### src/hdl/rrrn_ram.sv
// Generic single-write, single-read RAM with registered read data.
module rrrn_ram #(
  parameter int WIDTH = 8,
  parameter int DEPTH = 16
) (
  input  logic                     clk,
  input  logic                     we,
  input  logic [$clog2(DEPTH)-1:0] waddr,
  input  logic [WIDTH-1:0]         wdata,
  input  logic [$clog2(DEPTH)-1:0] raddr,
  output logic [WIDTH-1:0]         rdata
);

  logic [WIDTH-1:0] mem [DEPTH];

  always_ff @(posedge clk) begin
    if (we) begin
      mem[waddr] <= wdata;
    end
    rdata <= mem[raddr];
  end

endmodule

### config.mk
export PLATFORM = sky130hd
export DESIGN_NAME = rrrn_ram
export DESIGN_NICKNAME = d
export VERILOG_FILES = /design/src/hdl/rrrn_ram.sv
export SDC_FILE = /design/constraint.sdc
export NUM_CORES = 1
export LEC_CHECK = 0
export BUFFER_PORTS_ARGS = -buffer_cell sky130_fd_sc_hd__buf_4
export CAP_MARGIN = 10
export CORE_MARGIN = 4
export CORE_UTILIZATION = 45
export CTS_CLUSTER_DIAMETER = 60
export DETAILED_ROUTE_END_ITERATION = 10
export PLACE_DENSITY = 0.59
export SETUP_SLACK_MARGIN = 0.4
export SYNTH_ARGS = -nofsm -noshare
export SYNTH_HDL_FRONTEND = slang
export SYNTH_SLANG_ARGS = --single-unit
export TNS_END_PERCENT = 30
### constraint.sdc
create_clock -name clk -period 3.9 [get_ports clk]
set_input_delay 0.195 -clock clk [delete_from_list [all_inputs] [get_ports clk]]
set_output_delay 0.195 -clock clk [all_outputs]
set_load 0.05 [all_outputs]
==> Word level (Yosys, flattened, before mapping) <==
Memories as Yosys holds them, arrays and structs flattened. A register that Yosys moved wholly into a read port is not among the register bits.
Index checks and enable logic that the tools add are counted.
{ "word_totals": {"romBits": 0, "in_bits": 18, "ram_bits": 128, "output_inout_bits": 8, "latchBits": 0, "mem_count": 1, "regBits": 0, "wordCells": 3} }
{ "classes": {"muxes": 2, "mul": 0, "magnitude_cmp": 0, "shifts": 0, "reduce_logical": 0, "n_bitwise": 0, "div": 0, "n_eq_ne": 0, "addsub": 0} }
{ "memory_table": {"columns": ["memory", "words", "word_bits", "read_ports", "rd_clocked_by_memory_dff", "wr", "line_no", "text"], "rows": [
  ["mem", 16, 8, 1, 1, 1, "14", "logic [WIDTH-1:0] mem [DEPTH];"]
]} }
{ "ops": {"columns": ["operator", "n"], "rows": [
  ["1-bit two-way mux", 2]
]} }

==> Longest topological paths before layout <==
{ "depth": {"ltp_word": 2, "mapped_depth": 5} }

==> Least setup slack after synthesis <==
OpenSTA, ideal clock, no wires.
{ "synth_path": {"kind": "input port to flip-flop", "start": "input port waddr[2]", "end": "memory mem[0][0] (enable)", "required_ps": 3517, "arrival_time_ps": 1305, "stages": 2, "setup_time_ps": 383, "setup_slack_ps": 2212, "cell_sequence": "or3b_2 > nor3_1"} }
{ "synth_lines": {"columns": ["item", "line_no", "text"], "rows": [
  ["start: declaration", "8", "input logic [$clog2(DEPTH)-1:0] waddr,"],
  ["end: declaration", "14", null]
]} }
No word-level cell before the write port.

==> Worst setup path in the final report <==
{ "layout_path": {"start": "input port waddr[2]", "end": "memory mem[0][7] (enable)"} }
No word-level cell before the write port.

==> flow_summary.rst <==
.. list-table::
   :header-rows: 1

   * - Metric
     - Value
   * - DP HPWL
     - 5.929 mm
   * - Switching power share of the total
     - 19.78%
   * - Cell type contributing the most total cell area after synthesis
     - sky130_fd_sc_hd__edfxtp_1
   * - Effective utilization at floorplan
     - 46.67%
   * - Cells on Worst Hold Path
     - 1
   * - Switching power of the nets
     - 0.0006969 W
   * - Worst-case headroom to the max-slew limit
     - 29.31%
   * - RSZ-0062 raised after global routing
     - no
   * - Via count
     - 2315
   * - Setup crit start kind
     - input port
   * - Vias in the first global route
     - 2455
   * - Register bit count reported by yosys
     - 136
   * - First-pass GRT wire length
     - 15.23 mm
   * - Family of cells with the greatest summed delay on the critical path
     - simple AND/OR/NAND/NOR gates
   * - Leading post-synthesis cells by cell area
     - sky130_fd_sc_hd__edfxtp_1 75%, sky130_fd_sc_hd__mux4_2 7.9%, sky130_fd_sc_hd__mux4_1 7.1%
   * - Hold path startpoint
     - wdata[6]
   * - Share of final-layout standard cells stronger than drive strength 1
     - 27.60%
   * - Die area
     - 13210 µm²
   * - Clock H-tree levels
     - 4
   * - Util after Layout
     - 55.12%
   * - Number of buffers inserted by hold repair at cts
     - 0
   * - Worst-Margin Slew
     - 1052 ps
   * - Worst-case reg-to-reg path depth
     - 3
   * - Die Width
     - 115.0 µm
   * - Clock Sinks
     - 136
   * - Clock period minus worst slack
     - 1627 ps
   * - Synthesized area divided by synthesized cell count
     - 22.48 µm²
   * - PD cells
     - 579.6 nW/µm²
   * - Combinational cell fraction of total power
     - 5.3%
   * - Fmax
     - 614.6 MHz
   * - Diode count
     - 0
   * - Post-CTS clock slew at the launch and capture registers of the worst setup and hold paths
     - 60 ps
   * - Length of the first detailed-routing pass in iterations
     - 4
   * - Hold violation count in the final report
     - 0
   * - Required time at the endpoint of the critical path
     - 3920 ps
   * - Worst min-delay path category
     - in -> reg
   * - Startpoint of the most critical register-to-register path
     - mem[0][3]
   * - Io pins
     - 26
   * - # fillers
     - 855
   * - Worst setup path endpoint
     - mem[0][7]
   * - Static leakage power
     - 2.030 nW
   * - Clock latency of the later-clocked register in the worst-skew pair
     - 410 ps
   * - List of cells traversed by the critical path
     - buf_4 -> or3b_2 -> nor3_1
   * - Via density per instance
     - 5.525
   * - Flip-flop and latch area
     - 4004 µm²
   * - CTS buffer count
     - 17
   * - Detailed-route DRC error count
     - 0
   * - Maximum vdd ir drop
     - 0.0002836 V
   * - DRC marker count from the first detailed-route iteration
     - 141
   * - Core Footprint
     - 11030 µm²
   * - Post-place setup slack
     - 1868 ps
   * - Relative area change from synthesis to final layout
     - 18.11%
   * - Most common cell after layout, fill and taps aside
     - sky130_fd_sc_hd__edfxtp_1
   * - Residual antenna-violating net count after detailed routing
     - 0
   * - Reg2Reg Capture Point
     - rdata[3]
   * - Worst hold margin
     - 108.8 ps
   * - Final count of negative-setup-slack endpoints
     - 0
   * - Synthesized Nets
     - 247
   * - Average routed wire per standard cell
     - 23.42 µm
   * - Buffers on Ports
     - 25
   * - Die Height
     - 115.0 µm
   * - Resized Gates After CTS
     - 0
   * - Post-synth design cell area
     - 5147 µm²
   * - Total Routing Usage GR
     - 16.49%
   * - Share of the clock period used by the worst path after layout
     - 41.72%
   * - Aggregate global routing overflow
     - 0
   * - Total number of placement rows
     - 38
   * - Max stage delay on crit path
     - 820 ps
   * - Synthesis warning total
     - 0
   * - Setup slack of the most critical reg-to-reg path
     - 2510 ps
   * - Root buffer selected by CTS
     - sky130_fd_sc_hd__clkbuf_16
   * - TritonCTS clock tree
     - built
   * - Max capacitance violation total
     - 0
   * - Sequential fraction of design power
     - 46.6%
   * - Crit. path cell count
     - 3
   * - Worst-path fanout max
     - 8
   * - Post-synthesis cell type count
     - 19
   * - Worst path setup slack after routing
     - 2273 ps
   * - Part of the Yosys area used for sequential elements
     - 77.78%
   * - Arrival time worst endpoint
     - 1650 ps
   * - CP max-delay cell
     - sky130_fd_sc_hd__nor3_1
   * - Category of the worst setup path capture point
     - flip-flop
   * - Sum of negative setup slack
     - 0 ps
   * - Number of nets in the final layout
     - 284
   * - Timing startpoint of the critical path
     - waddr[2]
   * - Maximum clock insertion buffer count
     - 2
   * - Fraction of synthesized cell area taken by the top area cell type
     - 74.67%
   * - Initial antenna violation count
     - 0
   * - Routed Wire Length
     - 9.812 mm
   * - Outcome
     - completed
   * - Max Slew Vio Count
     - 0
   * - WP buf/inv
     - 1
   * - Kind of critical path
     - in -> reg
   * - Commonest cells after routing, fill and taps aside
     - 128 x sky130_fd_sc_hd__edfxtp_1, 28 x sky130_fd_sc_hd__buf_4, 18 x sky130_fd_sc_hd__mux4_2
   * - Layout Skew
     - 6.254 ps
   * - Area of the multi-input gates
     - 1057 µm²
   * - Share of power burned in the clock network
     - 48.1%
   * - Cells after Synth
     - 229
   * - Post-CTS Setup Repair Bufs
     - 0
   * - Maximum number of pins on one net before global-route repair
     - 33
   * - Internal power summed over all cells
     - 0.002827 W
   * - RePlAce Congestion
     - 0.7225
==> how the worst min path moves through the flow <==
stage / to
6_report: mem[3][6]
5_1_grt: mem[2][6]
4_1_cts: mem[2][6]
3_5_place_dp: mem[1][6]
3_3_place_gp: mem[3][6]
2_1_floorplan: mem[0][0]
==> final cells by class <==
type                            instances  share of cell area [%]
Multi-Input combinational cell         83                   17.39
Timing Repair Buffer                   28                   3.458
Tap cell                              140                   2.881
Sequential cell                       136                   65.86
Clock inverter                         15                   3.416
Clock buffer                           17                   6.997
==> metal layers <==
layer / part of all wire, % / track usage [%] / up-vias
met2: 48 / 24.73 / 79
met4: 1.5 / 7.277 / 0
li1: - / - / 1048
met1: 43 / 23.41 / 1178
met3: 7.1 / 3.684 / 10
met5: 0 / 0 / -
==> registers in the layout (all words and copies together) (netlist names) <==
name and count:
rdata 8, mem 128
==> Yosys cell counts <==
library cell,count
sky130_fd_sc_hd__a22oi_1,16
sky130_fd_sc_hd__and2_1,1
sky130_fd_sc_hd__and2b_1,1
sky130_fd_sc_hd__buf_2,3
sky130_fd_sc_hd__buf_4,1
sky130_fd_sc_hd__buf_6,3
sky130_fd_sc_hd__clkdlybuf4s25_2,3
sky130_fd_sc_hd__dfxtp_1,8
sky130_fd_sc_hd__edfxtp_1,128
sky130_fd_sc_hd__mux4_1,14
sky130_fd_sc_hd__mux4_2,18
sky130_fd_sc_hd__nand2_1,9
sky130_fd_sc_hd__nand2b_1,2
sky130_fd_sc_hd__nand3_1,1
sky130_fd_sc_hd__nand3b_1,2
sky130_fd_sc_hd__nor2_1,13
sky130_fd_sc_hd__nor2b_1,1
sky130_fd_sc_hd__nor3_1,4
sky130_fd_sc_hd__or3b_2,1
==> cell families after synthesis <==
family | Yosys count | share of synthesized area, %
AOI/OAI and AO/OA | 16 | 2.334
buffers and inverters | 10 | 1.677
muxes | 32 | 15.02
and+or+nand+nor | 35 | 3.184
DFF | 136 | 77.78
==> worst reg2reg max path: stages, from the launching register on <==
cell and delay, ps:
sky130_fd_sc_hd__edfxtp_1 370, sky130_fd_sc_hd__mux4_1 500, sky130_fd_sc_hd__a22oi_1 290, sky130_fd_sc_hd__nand2_1 100
==> power by group through the flow <==
stage | logic [W] | registers (W) | clock network (W)
after floorplan | 0.0000829 | 0.00171 | 0
after global placement | 0.000188 | 0.00167 | 0
after detailed placement | 0.000189 | 0.00167 | 0
after CTS | 0.000190 | 0.00164 | 0.00172
after global routing | 0.000201 | 0.00165 | 0.00179
final | 0.000187 | 0.00164 | 0.00169
==> per-stage QoR <==
| stage | cell area, µm² | instances | total power (W) |
|---|---|---|---|
| after floorplan | 5147 | 229 | 0.001789 |
| after global placement | 5446 | 387 | 0.001860 |
| after detailed placement | 5446 | 387 | 0.001863 |
| after CTS | 6080 | 419 | 0.003554 |
| after global routing | 6080 | 419 | 0.003633 |
| final | 6080 | 419 | 0.003524 |
No activity file was read; power rests on OpenSTA's default activity.
